<file path="src/hw/rtl/htwd_pkg.sv">
package htwd_pkg;

  localparam int NODE_SLOTS = 2047;
  localparam int ADDR_W     = 11;
  localparam int WALK_W     = 12;
  localparam int OP_W       = 2;
  localparam int SYM_W      = 8;
  localparam int ENTRY_W    = SYM_W + 1;
  localparam int BYTE_W     = 8;
  localparam int REMAIN_W   = 4;

  localparam logic [OP_W-1:0] OP_NODE   = 2'd0;
  localparam logic [OP_W-1:0] OP_HEADER = 2'd1;
  localparam logic [OP_W-1:0] OP_CODE   = 2'd2;

  localparam logic [ADDR_W-1:0] TABLE_SIZE_RESET = 11'd2047;
  localparam logic [BYTE_W-1:0] LAST_BIT_POS     = 8'd7;

  typedef enum logic [2:0] {
    ST_CLEAR,
    ST_IDLE,
    ST_FETCH,
    ST_WALK,
    ST_FLUSH
  } walk_state_t;

  typedef struct packed {
    logic             push;
    logic [SYM_W-1:0] symbol;
    logic             run_last;
    logic             out_of_range;
  } res_beat_t;

  typedef struct packed {
    logic clearing;
    logic pending;
  } walk_stat_t;

endpackage

</file>
<file path="src/hw/rtl/htwd_out_if.sv">
interface htwd_out_if;
  import htwd_pkg::*;

  logic             valid;
  logic             ready;
  logic [SYM_W-1:0] symbol;
  logic             run_last;
  logic             out_of_range;

  modport source (
    output valid, symbol, run_last, out_of_range,
    input  ready
  );

  modport sink (
    input  valid, symbol, run_last, out_of_range,
    output ready
  );
endinterface

</file>
<file path="src/hw/rtl/htwd_out_reg.sv">
module htwd_out_reg (
  input  logic                clk,
  input  logic                rst,
  input  htwd_pkg::res_beat_t beat,
  output logic                out_free,
  htwd_out_if.source          result
);
  import htwd_pkg::*;

  logic             valid;
  logic [SYM_W-1:0] symbol;
  logic             run_last;
  logic             out_of_range;

  assign out_free = !valid || result.ready;

  always_ff @(posedge clk) begin
    if (rst) begin
      valid <= 1'b0;
    end else if (beat.push) begin
      valid <= 1'b1;
    end else if (result.ready) begin
      valid <= 1'b0;
    end
  end

  always_ff @(posedge clk) begin
    if (beat.push) begin
      symbol       <= beat.symbol;
      run_last     <= beat.run_last;
      out_of_range <= beat.out_of_range;
    end
  end

  assign result.valid        = valid;
  assign result.symbol       = symbol;
  assign result.run_last     = run_last;
  assign result.out_of_range = out_of_range;
endmodule

</file>
<file path="src/flat_wrapper.sv">
// flat-port wrapper written by rule: the top's interface ports become plain ports
module htwd_out_reg_flat import htwd_pkg::*;
  (clk, rst, beat, out_free, result_valid, result_symbol, result_run_last, result_out_of_range, result_ready);
  htwd_out_if result_i ();
  input  logic clk;
  input  logic rst;
  input  htwd_pkg::res_beat_t beat;
  output logic out_free;
  output wire logic [$bits(result_i.valid)-1:0] result_valid;
  output wire logic [$bits(result_i.symbol)-1:0] result_symbol;
  output wire logic [$bits(result_i.run_last)-1:0] result_run_last;
  output wire logic [$bits(result_i.out_of_range)-1:0] result_out_of_range;
  input wire logic [$bits(result_i.ready)-1:0] result_ready;
  assign result_valid = result_i.valid;
  assign result_symbol = result_i.symbol;
  assign result_run_last = result_i.run_last;
  assign result_out_of_range = result_i.out_of_range;
  assign result_i.ready = result_ready;
  htwd_out_reg u_core (.clk(clk), .rst(rst), .beat(beat), .out_free(out_free), .result(result_i));
endmodule
</file>
<file path="config.mk">
export PLATFORM = sky130hd
export DESIGN_NAME = htwd_out_reg_flat
export DESIGN_NICKNAME = d
export VERILOG_FILES = /design/src/hw/rtl/htwd_pkg.sv /design/src/hw/rtl/htwd_out_if.sv /design/src/hw/rtl/htwd_out_reg.sv /design/src/flat_wrapper.sv
export SDC_FILE = /design/constraint.sdc
export NUM_CORES = 1
export LEC_CHECK = 0
export ABC_AREA = 0
export BUFFER_PORTS_ARGS = -buffer_cell sky130_fd_sc_hd__buf_2
export CORE_AREA = 10 10 47 49
export DETAILED_ROUTE_END_ITERATION = 8
export DIE_AREA = 0 0 57 59
export PLACE_DENSITY = 0.54
export SYNTH_ARGS = -nofsm -noshare
export SYNTH_HDL_FRONTEND = slang
export SYNTH_SLANG_ARGS = --single-unit
</file>
<file path="constraint.sdc">
create_clock -name clk -period 0.8 [get_ports clk]
set_input_delay 0.2 -clock clk [delete_from_list [all_inputs] [get_ports clk]]
set_output_delay 0.2 -clock clk [all_outputs]
set_load 0.01 [all_outputs]
</file>
==> out/results.ini <==
[detailed_routing]
drt-wirelength-per-cell_um=13.17
drt-total-wl_um=777
via_per_inst=3.678
drt_iter0_markers=2
drcViolationCount=0
drt_first_pass_iters=2
num_vias=217
ant_nets=0

[global_route]
met1_usage=0.04187
grt-ovfl-total=0
grtUsageTotal=0.04729
grt_pass1_vias=252
met3_usage=0.04292
grt-busiest-layer=met2
grt_pass1_wl_um=1152
use_met2=0.06512
grt_max_degree=12
antenna_found_initial=0

[hold_path]
worstHoldPathCells=2
hold-path-endpoint=u_core.result.valid
min_path_type=input port to flip-flop
hp-start=rst

[setup_path]
crit-reg2reg-capture=u_core.result.valid
r2r_setup_slack_ps=200
reg2reg_depth=2
cp-start-kind=flip-flop
cp_slowest_cell=dfxtp_2
worst_ep_arrival_time_ps=780
crit_type=flip-flop to output port
worstPathMaxFanout=2
end_kind=output port
crit_family=flip-flops
path_buf_inv=1
crit_chain=nand2b_4 > buf_6
critical_path.startpoint=u_core.result.valid
r2r_start=u_core.result.valid
worstPathRequired_ps=600
max_stage_delay_ps=350

[power]
p_int_uw=928.1
ir_worst_vdd_mv=0.6891
clkPwrFrac=0.305
combPwrFrac=0.105
power_density_nw_per_um2=2212
seqPwrFrac=0.590
power_switching_uw=234.5
swShare=0.2017
p_leak_uw=0.0002369

[floorplanning]
die_area_sq_um=3363
ios=26
fp.dieH_um=59
rows=14
core-area_sq_um=1401
initial_core_util=0.2473
dieWidth_um=57

[finish]
final_area_sq_um=525.5
fin_nets=58
area_growth_pct=51.62
drive_above_1_share=0.7209
n_antenna_cell=0

[flow_run]
cap_violations=0

[placement]
port_buffers=25
placed_area_sq_um=491.7
place_congestion=0.5708

[synthesis]
synthCells=14
synth-edff-count=10
synthArstFlopShare=0
ys_ff_latch=11
synth_common_cells=edfxtp_1 (10), a21oi_2 (1), dfxtp_1 (1), inv_1 (1), nand2b_4 (1)
synth_top_area_share=0.8664
yosysWarnings=0
ys.flop_type=edfxtp_1
ys_types=5
ys_seq_area_frac=0.9242
yosysTopAreaCell=edfxtp_1
synth_area_sq_um=346.6
syn_nets=28
syn_avg_cell_area_sq_um=24.76
yosys-top-cells-area=edfxtp_1 (87%), dfxtp_1 (5.8%), nand2b_4 (4.0%), a21oi_2 (2.5%), inv_1 (1.1%)
yosysMostFrequentCell=edfxtp_1

[sta]
min_period_over_period=1.230
tns_ps=-1817
tightest_slew_ps=246.4
fin_ws_ps=-183.7
setup_viol=12
drv_slew=0
rsz0062_at_grt=true
final.setup_skew_ps=0
slew_headroom=0.8357
fmax_mhz=1017
period_minus_slack_ps=983.7
hold_viol=0

[cts]
cts_buffers=3
tritoncts=yes
clockBufferDepth=2
clk_latency_ps=250
post_cts_buffers=0
root_buffer=clkbuf_4
clk_pin_slew_ps=60
cts.sinks=11
htree_num_levels=1

[run_status]
status=complete, but fails checks
violations=setup timing

==> power by group through the flow <==
stage               Clock, uW  Sequential (uW)  Combinational [uW]
finish                    355              686                 122
global route              410              690                 135
floorplan                   0              727                10.3
CTS                       380              686                 126
global placement            0              698                 120
detailed placement          0              698                 123
==> cell families after synthesis <==
| group | share of synthesized area |
|---|---|
| AOI/OAI and AO/OA | 0.02528 |
| and+or+nand+nor | 0.03970 |
| DFF | 0.9242 |
| buffers and inverters | 0.01082 |
==> final cells by class <==
cell class	count	area, sq um
clock buffer	4	26.28
fill	156	875.8
inverter	1	3.754
multi-input combinational	2	22.52
sequential	11	321.6
tap	16	20.02
timing repair buffer	25	131.4
==> layer usage <==
layer	vias to the layer above	routed length, um
met1	94	279
met3	0	105
met4	0	0
li1	110	-
met2	13	392
met5	-	0
==> flip-flops by register name (all words and copies together) (netlist names) <==
| signal | cells |
|---|---|
| u_core.result.run_last | 1 |
| u_core.result.symbol | 8 |
| u_core.result.valid | 1 |
| u_core.result.out_of_range | 1 |
==> cells in the final DEF, fill, tap and decap left out <==
cell	netlist	final
buf_2	0	24
edfxtp_1	10	10
clkbuf_4	0	3
inv_1	1	1
nand2b_4	1	1
a21oi_2	1	1
clkbuf_1	0	1
buf_6	0	1
dfxtp_2	0	1
==> metrics by stage <==
step	util	cells	setup WS [ps]	hold slack, ps	total power [uW]
after floorplan	-	14	121.3	262.4	737.2
after global placement	0.3509	55	36.24	360.3	818.2
after detailed placement	0.3509	55	33.14	364.0	820.7
after CTS	0.3750	59	-203.8	75.86	1192
after global routing	0.3750	59	-230.9	77.31	1235
final	0.3750	59	-183.7	90.68	1163
==> worst max path at each step <==
stage / endpoint / slack (ps) / cells past startpoint
floorplan: out_free / 120 / 1
global placement: u_core.result.symbol[0] / 40 / 1
detailed placement: u_core.result.symbol[0] / 30 / 1
CTS: out_free / -200 / 2
global route: out_free / -230 / 2
finish: out_free / -180 / 2
==> what timing repair did <==
item	4_1_cts	5_1_grt
hold endpoints to repair	0	0
hold buffers	0	0
cloned	0	0
gates resized for setup	2	0
setup endpoints to repair	12	12
(Power assumes the default switching activity.)
