### config.mk
export PLATFORM = sky130hd
export DESIGN_NAME = htwd_walker_flat
export DESIGN_NICKNAME = d
export VERILOG_FILES = /design/src/hw/rtl/htwd_pkg.sv /design/src/hw/rtl/htwd_in_if.sv /design/src/hw/rtl/htwd_cfg_if.sv /design/src/hw/rtl/htwd_walker.sv /design/src/flat_wrapper.sv
export SDC_FILE = /design/constraint.sdc
export NUM_CORES = 1
export LEC_CHECK = 0
export BUFFER_PORTS_ARGS = -buffer_cell sky130_fd_sc_hd__buf_2
export CORE_MARGIN = 2
export CORE_UTILIZATION = 53
export CTS_CLUSTER_DIAMETER = 100
export CTS_CLUSTER_SIZE = 24
export DETAILED_ROUTE_END_ITERATION = 8
export PLACE_DENSITY = 0.87
export SLEW_MARGIN = 20
export SYNTH_ARGS = -nofsm -noshare
export SYNTH_HDL_FRONTEND = slang
export SYNTH_SLANG_ARGS = --single-unit
### constraint.sdc
create_clock -name clk -period 4 [get_ports clk]
set_clock_uncertainty 0.2 [all_clocks]
set_input_delay 0.8 -clock clk [delete_from_list [all_inputs] [get_ports clk]]
set_output_delay 0.8 -clock clk [all_outputs]
set_load 0.02 [all_outputs]
### src/hw/rtl/htwd_pkg.sv
package htwd_pkg;

  localparam int NODE_SLOTS = 2047;
  localparam int ADDR_W     = 11;
  localparam int WALK_W     = 12;
  localparam int OP_W       = 2;
  localparam int SYM_W      = 8;
  localparam int ENTRY_W    = SYM_W + 1;
  localparam int BYTE_W     = 8;
  localparam int REMAIN_W   = 4;

  localparam logic [OP_W-1:0] OP_NODE   = 2'd0;
  localparam logic [OP_W-1:0] OP_HEADER = 2'd1;
  localparam logic [OP_W-1:0] OP_CODE   = 2'd2;

  localparam logic [ADDR_W-1:0] TABLE_SIZE_RESET = 11'd2047;
  localparam logic [BYTE_W-1:0] LAST_BIT_POS     = 8'd7;

  typedef enum logic [2:0] {
    ST_CLEAR,
    ST_IDLE,
    ST_FETCH,
    ST_WALK,
    ST_FLUSH
  } walk_state_t;

  typedef struct packed {
    logic             push;
    logic [SYM_W-1:0] symbol;
    logic             run_last;
    logic             out_of_range;
  } res_beat_t;

  typedef struct packed {
    logic clearing;
    logic pending;
  } walk_stat_t;

endpackage

### src/hw/rtl/htwd_in_if.sv
interface htwd_in_if;
  import htwd_pkg::*;

  logic              valid;
  logic              ready;
  logic [OP_W-1:0]   operation;
  logic [ADDR_W-1:0] node_index;
  logic              node_is_leaf;
  logic [SYM_W-1:0]  node_symbol;
  logic [BYTE_W-1:0] code_byte;
  logic              final_byte;

  modport source (
    output valid, operation, node_index, node_is_leaf, node_symbol, code_byte, final_byte,
    input  ready
  );

  modport sink (
    input  valid, operation, node_index, node_is_leaf, node_symbol, code_byte, final_byte,
    output ready
  );
endinterface

### src/hw/rtl/htwd_cfg_if.sv
interface htwd_cfg_if;
  import htwd_pkg::*;

  logic              valid;
  logic              ready;
  logic [ADDR_W-1:0] table_size;

  modport source (
    output valid, table_size,
    input  ready
  );

  modport sink (
    input  valid, table_size,
    output ready
  );
endinterface

### src/hw/rtl/htwd_walker.sv
module htwd_walker (
  input  logic                         clk,
  input  logic                         rst,
  htwd_in_if.sink                      code,
  htwd_cfg_if.sink                     cfg,
  output logic                         mem_we,
  output logic [htwd_pkg::ADDR_W-1:0]  mem_waddr,
  output logic [htwd_pkg::ENTRY_W-1:0] mem_wdata,
  output logic [htwd_pkg::ADDR_W-1:0]  mem_raddr,
  input  logic [htwd_pkg::ENTRY_W-1:0] mem_rdata,
  output htwd_pkg::res_beat_t          beat,
  input  logic                         out_free,
  output htwd_pkg::walk_stat_t         status
);
  import htwd_pkg::*;

  walk_state_t         state, state_next;
  logic [ADDR_W-1:0]   clr_addr, clr_addr_next;
  logic [WALK_W-1:0]   walk_index, walk_index_next;
  logic [BYTE_W-1:0]   final_bit_count, final_bit_count_next;
  logic [BYTE_W-1:0]   bits, bits_next;
  logic [REMAIN_W-1:0] remain, remain_next;
  logic                pend_valid, pend_valid_next;
  logic [SYM_W-1:0]    pend_symbol, pend_symbol_next;
  logic                pend_oor, pend_oor_next;
  logic [ADDR_W-1:0]   table_size;

  logic                accept;
  logic [REMAIN_W-1:0] nbits;
  logic                oor;
  logic                leaf;
  logic                hit;
  logic [ADDR_W-1:0]   base;
  logic [WALK_W-1:0]   walk_child;

  assign code.ready = (state == ST_IDLE);
  assign cfg.ready  = 1'b1;
  assign accept     = code.valid && code.ready;

  assign status.clearing = (state == ST_CLEAR);
  assign status.pending  = pend_valid;

  always_comb begin
    if (code.final_byte) begin
      nbits = (final_bit_count <= LAST_BIT_POS) ?
              final_bit_count[REMAIN_W-1:0] + REMAIN_W'(1) : '0;
    end else begin
      nbits = REMAIN_W'(BYTE_W);
    end
  end

  // The node read for walk_index is in mem_rdata whenever the walk is active.
  assign oor        = walk_index >= {1'b0, table_size};
  assign leaf       = mem_rdata[ENTRY_W-1];
  assign hit        = oor || leaf;
  assign base       = leaf ? '0 : walk_index[ADDR_W-1:0];
  assign walk_child = {base, 1'b0} + WALK_W'(1) + WALK_W'(bits[BYTE_W-1]);

  always_comb begin
    state_next           = state;
    clr_addr_next        = clr_addr;
    walk_index_next      = walk_index;
    final_bit_count_next = final_bit_count;
    bits_next            = bits;
    remain_next          = remain;
    pend_valid_next      = pend_valid;
    pend_symbol_next     = pend_symbol;
    pend_oor_next        = pend_oor;
    mem_we               = 1'b0;
    mem_waddr            = clr_addr;
    mem_wdata            = '0;
    mem_raddr            = walk_index[ADDR_W-1:0];
    beat                 = '0;

    unique case (state)
      ST_CLEAR: begin
        mem_we        = 1'b1;
        clr_addr_next = clr_addr + ADDR_W'(1);
        if (clr_addr == ADDR_W'(NODE_SLOTS - 1)) begin
          state_next = ST_IDLE;
        end
      end
      ST_IDLE: begin
        if (accept) begin
          unique case (code.operation)
            OP_NODE: begin
              if (code.node_index < ADDR_W'(NODE_SLOTS)) begin
                mem_we    = 1'b1;
                mem_waddr = code.node_index;
                mem_wdata = {code.node_is_leaf, code.node_symbol};
              end
            end
            OP_HEADER: begin
              final_bit_count_next = code.code_byte;
              walk_index_next      = '0;
            end
            OP_CODE: begin
              if (nbits != '0) begin
                bits_next   = code.code_byte;
                remain_next = nbits;
                state_next  = ST_FETCH;
              end
            end
            default: begin
            end
          endcase
        end
      end
      ST_FETCH: begin
        state_next = ST_WALK;
      end
      ST_WALK: begin
        // A new result displaces the held one; wait if the output stage is full.
        if (!(hit && pend_valid && !out_free)) begin
          if (hit) begin
            beat.push         = pend_valid;
            beat.symbol       = pend_symbol;
            beat.run_last     = 1'b0;
            beat.out_of_range = pend_oor;
            pend_valid_next   = 1'b1;
            pend_symbol_next  = oor ? '0 : mem_rdata[SYM_W-1:0];
            pend_oor_next     = oor;
          end
          if (oor) begin
            state_next = ST_FLUSH;
          end else begin
            walk_index_next = walk_child;
            mem_raddr       = walk_child[ADDR_W-1:0];
            bits_next       = {bits[BYTE_W-2:0], 1'b0};
            remain_next     = remain - REMAIN_W'(1);
            if (remain == REMAIN_W'(1)) begin
              state_next = ST_FLUSH;
            end
          end
        end
      end
      ST_FLUSH: begin
        if (!pend_valid) begin
          state_next = ST_IDLE;
        end else if (out_free) begin
          beat.push         = 1'b1;
          beat.symbol       = pend_symbol;
          beat.run_last     = 1'b1;
          beat.out_of_range = pend_oor;
          pend_valid_next   = 1'b0;
          state_next        = ST_IDLE;
        end
      end
      default: begin
        state_next = ST_IDLE;
      end
    endcase
  end

  always_ff @(posedge clk) begin
    if (rst) begin
      state           <= ST_CLEAR;
      clr_addr        <= '0;
      walk_index      <= '0;
      final_bit_count <= '0;
      pend_valid      <= 1'b0;
      table_size      <= TABLE_SIZE_RESET;
    end else begin
      state           <= state_next;
      clr_addr        <= clr_addr_next;
      walk_index      <= walk_index_next;
      final_bit_count <= final_bit_count_next;
      pend_valid      <= pend_valid_next;
      if (cfg.valid && cfg.ready) begin
        table_size <= cfg.table_size;
      end
    end
  end

  always_ff @(posedge clk) begin
    bits        <= bits_next;
    remain      <= remain_next;
    pend_symbol <= pend_symbol_next;
    pend_oor    <= pend_oor_next;
  end
endmodule

### src/flat_wrapper.sv
// flat-port wrapper written by rule: the top's interface ports become plain ports
module htwd_walker_flat import htwd_pkg::*;
  (clk, rst, mem_we, mem_waddr, mem_wdata, mem_raddr, mem_rdata, beat, out_free, status, code_valid, code_operation, code_node_index, code_node_is_leaf, code_node_symbol, code_code_byte, code_final_byte, code_ready, cfg_valid, cfg_table_size, cfg_ready);
  htwd_in_if code_i ();
  htwd_cfg_if cfg_i ();
  input  logic clk;
  input  logic rst;
  output logic mem_we;
  output logic [htwd_pkg::ADDR_W-1:0] mem_waddr;
  output logic [htwd_pkg::ENTRY_W-1:0] mem_wdata;
  output logic [htwd_pkg::ADDR_W-1:0] mem_raddr;
  input  logic [htwd_pkg::ENTRY_W-1:0] mem_rdata;
  output htwd_pkg::res_beat_t beat;
  input  logic out_free;
  output htwd_pkg::walk_stat_t status;
  input wire logic [$bits(code_i.valid)-1:0] code_valid;
  input wire logic [$bits(code_i.operation)-1:0] code_operation;
  input wire logic [$bits(code_i.node_index)-1:0] code_node_index;
  input wire logic [$bits(code_i.node_is_leaf)-1:0] code_node_is_leaf;
  input wire logic [$bits(code_i.node_symbol)-1:0] code_node_symbol;
  input wire logic [$bits(code_i.code_byte)-1:0] code_code_byte;
  input wire logic [$bits(code_i.final_byte)-1:0] code_final_byte;
  output wire logic [$bits(code_i.ready)-1:0] code_ready;
  input wire logic [$bits(cfg_i.valid)-1:0] cfg_valid;
  input wire logic [$bits(cfg_i.table_size)-1:0] cfg_table_size;
  output wire logic [$bits(cfg_i.ready)-1:0] cfg_ready;
  assign code_i.valid = code_valid;
  assign code_i.operation = code_operation;
  assign code_i.node_index = code_node_index;
  assign code_i.node_is_leaf = code_node_is_leaf;
  assign code_i.node_symbol = code_node_symbol;
  assign code_i.code_byte = code_code_byte;
  assign code_i.final_byte = code_final_byte;
  assign code_ready = code_i.ready;
  assign cfg_i.valid = cfg_valid;
  assign cfg_i.table_size = cfg_table_size;
  assign cfg_ready = cfg_i.ready;
  htwd_walker u_core (.clk(clk), .rst(rst), .code(code_i), .cfg(cfg_i), .mem_we(mem_we), .mem_waddr(mem_waddr), .mem_wdata(mem_wdata), .mem_raddr(mem_raddr), .mem_rdata(mem_rdata), .beat(beat), .out_free(out_free), .status(status));
endmodule
==> flow_summary_export.csv <==
group,metric,value,unit
synthesis,yosysUniqueCellTypes,59,
synthesis,synth-edff-count,21,
clocking,cts_max_level,3,
critical_path,worstPathArrival,2.83,ns
synthesis,synth_top_area_share,24.27,%
floorplanning,dieHeight,88.62,um
power_and_ir_drop,comb_power_share,11.4,%
floorplanning,dieArea,7853,um^2
cells_and_area,drive_gt1_share,29.17,%
critical_path,crit_chain,"ha_1 > and4b_1 > nand3_1 > or4_4 > nand3b_1 > buf_4 > nand2_1 > a21oi_1 > buf_2",
clocking,clk_latency,0.35,ns
min_path,hp-class,"reg -> reg",
clocking,clkSlewWorstSetupHoldPaths,0.08,ns
power_and_ir_drop,switchingPower,402.0,uW
cells_and_area,final_cell_area,4639,um^2
power_and_ir_drop,sequentialPowerShare,46.2,%
clocking,cts_tree,"yes",
grt,grt_max_degree,31,
clocking,cts_made_buffers,9,
critical_path,cp.required,3.00,ns
synthesis,ys_seq_area_share,40.88,%
grt,grt_pass1_wl,14.52,mm
cells_and_area,final_common_cell,"buf_2",
floorplanning,die_x,88.62,um
cells_and_area,final_nets,596,
clocking,clkSinkCount,67,
synthesis,synth_flop_cell,"dfxtp_1",
sta,timing.final.hold_violations,0,
critical_path,crit_type,"reg -> out",
floorplanning,ios,103,
grt,grt.total_usage,23.75,%
grt,grt_pass1_vias,3230,
sta,fmax,260.8,MHz
sta,min_period,3.835,ns
synthesis,synth_cells,423,
critical_path,end_kind,"primary output",
synthesis,syn_nets,496,
critical_path,crit_buf_inv,2,
sta,relSlewSlack,45.32,%
power_and_ir_drop,internal-power,1215,uW
routing,drc,0,
sta,timing.hold.ws,0.2921,ns
floorplanning,rows,30,
critical_path,slowest_stage,"or4_4",
job,timing.max_cap.violations,0,
routing,wl_per_cell,14.48,um
synthesis,synth_largest_area_cell,"dfxtp_1",
routing,drtAntennaViolNets,0,
cells_and_area,antennaDiodeCount,0,
sta,slew_violations,0,
routing,drt_iter0_drc,291,
cells_and_area,syn2layout_area_growth,22.26,%
placed_design,hpwl,6.842,mm
critical_path,crit_family,"simple AND/OR/NAND/NOR gates",
placed_design,place_area,4377,um^2
clocking,cts-root-buf,"clkbuf_8",
power_and_ir_drop,netSwitchingFraction,24.87,%
critical_path,max_stage_delay,0.64,ns
routing,dr.pass1.iters,6,
clocking,holdBufCountCts,0,
synthesis,syn_area_per_cell,8.971,um^2
clocking,clockBufferDepth,2,
placed_design,portBuffers,101,
sta,finalSetupViolations,0,
synthesis,synth.ff_latch_count,67,
cells_and_area,fillCellCount,545,
critical_path,start_kind,"flop",
routing,totalWireLength,9.035,mm
placed_design,gp_congestion,0.8663,
grt,globalRouteOverflowTotal,0,
cells_and_area,final_cell_mix,"buf_2, nand2_1, dfxtp_1, nor2_1, edfxtp_1",
sta,tns,0,ns
power_and_ir_drop,power_density,348.5,nW/um^2
synthesis,netlist_area,3795,um^2
run_status,status,"finished clean",
power_and_ir_drop,vdd_ir_drop_max,0.1741,mV
routing,vias,3432,
power_and_ir_drop,clockPowerShare,42.5,%
synthesis,ys_warn_count,0,
sta,post-route-period-util,95.86,%
floorplanning,start_util,55.25,%
synthesis,async_flop_share,0,%
power_and_ir_drop,p_leak,0.002159,uW
sta,worstMarginPinSlew,0.8141,ns
grt,antenna_found_initial,0,
routing,vias_per_cell,5.500,
synthesis,synth.area.top_cells,"dfxtp_1, edfxtp_1, nand2_1",
sta,rsz0062_at_grt,"no",
floorplanning,coreArea,6869,um^2
critical_path,critPathMaxFanout,12,
==> Yosys cell counts, types with 2 or more instances <==
cell / count
and2_1: 13
o211ai_1: 10
or4_1: 2
inv_1: 16
nor3b_1: 3
xor2_1: 12
nor2_1: 37
mux2_2: 13
dfxtp_1: 46
nand3b_1: 2
clkbuf_1: 10
a21oi_1: 10
mux2i_1: 10
nand2_1: 65
a2111oi_0: 2
o2bb2ai_1: 5
nand2b_1: 2
buf_2: 6
o22ai_1: 2
a311oi_1: 2
and3_1: 3
o211a_1: 2
edfxtp_1: 21
and3_2: 7
nor3_1: 8
buf_4: 2
xnor2_1: 9
nand3_1: 13
o21ai_1: 2
a22o_1: 4
nand4_1: 9
nor2b_1: 15
or3_1: 3
ha_1: 17
a31oi_1: 3
o21ai_0: 14
==> metal layers <==
metal	track usage, %	vias to the layer above	part of all wire (%)
li1	-	1684	-
met1	28.69	1591	42
met2	41.83	140	49
met3	6.063	17	6.7
met4	6.887	0	1.7
met5	0	-	0
==> flip-flops by register name, summed over array words and instances, names as in the netlist <==
name	cells
u_core.state	3
u_core.pend_valid	1
u_core.pend_symbol	8
u_core.walk_index	12
u_core.pend_oor	1
u_core.bits	8
u_core.table_size	11
u_core.remain	4
u_core.final_bit_count	8
u_core.clr_addr	11
==> path summary, 6_finish.rpt <==
check / cells after the start / slack, ns / start / endpoint
max: 9 / 0.17 / u_core.walk_index[10]$_SDFFE_PP0P_ / beat[10]
min: 2 / 0.29 / u_core.table_size[6]$_SDFFE_PP1P_ / u_core.table_size[6]$_SDFFE_PP1P_
max reg2reg: 10 / 1.14 / u_core.walk_index[0]$_SDFFE_PP0P_ / u_core.state[1]$_SDFFE_PP0P_
min reg2reg: 2 / 0.29 / u_core.table_size[6]$_SDFFE_PP1P_ / u_core.table_size[6]$_SDFFE_PP1P_
==> power groups by stage <==
stage / combinational [uW] / clock (uW) / sequential (uW)
after global routing: 204 / 724 / 750
final: 184 / 687 / 747
after detailed placement: 181 / 0 / 762
after CTS: 182 / 692 / 746
after floorplan: 120 / 0 / 753
after global placement: 173 / 0 / 760
==> stage by stage <==
stage | instances | utilization [%] | total power [uW] | worst slack (ns)
6_report | 624 | 67.54 | 1617 | 0.1655
4_1_cts | 622 | 67.21 | 1620 | 0.07183
3_3_place_gp | 606 | 63.72 | 933.8 | 0.4622
2_1_floorplan | 423 | - | 872.7 | 0.5745
5_1_grt | 624 | 67.54 | 1678 | 0.01468
3_5_place_dp | 606 | 63.72 | 942.7 | 0.3664
==> logic make-up after synthesis <==
logic type | share of synthesized area, %
AOI/OAI and AO/OA | 12.50
xor gates and xnor gates | 4.847
adders and majority gates | 5.605
buffers and inverters | 4.253
DFF | 40.88
muxes | 6.495
other | 0.09882
and+or+nand+nor | 25.32
==> area by class of cell <==
class,instances,area (um^2),area share [%]
tap,96,120.1,2.589
clock inverter,7,116.4,2.508
timing repair buffer,109,565.5,12.19
sequential,67,1551,33.44
multi-input combinational,319,2098,45.23
inverter,17,63.81,1.375
clock buffer,9,123.9,2.670
==> timing repair <==
action                     in CTS  in global routing
gates resized for setup         0                  3
buffers inserted                0                  2
setup endpoints to repair       0                 14
==> worst register-to-register path: cells and delay by family, from the launching register on <==
family	cells	cell delay, ns
AOI/OAI and AO/OA	3	0.90
adders and majority gates	1	0.28
DFF	1	0.40
and+or+nand+nor	3	0.55
buffers and inverters	3	0.41
(Power assumes the default switching activity.)
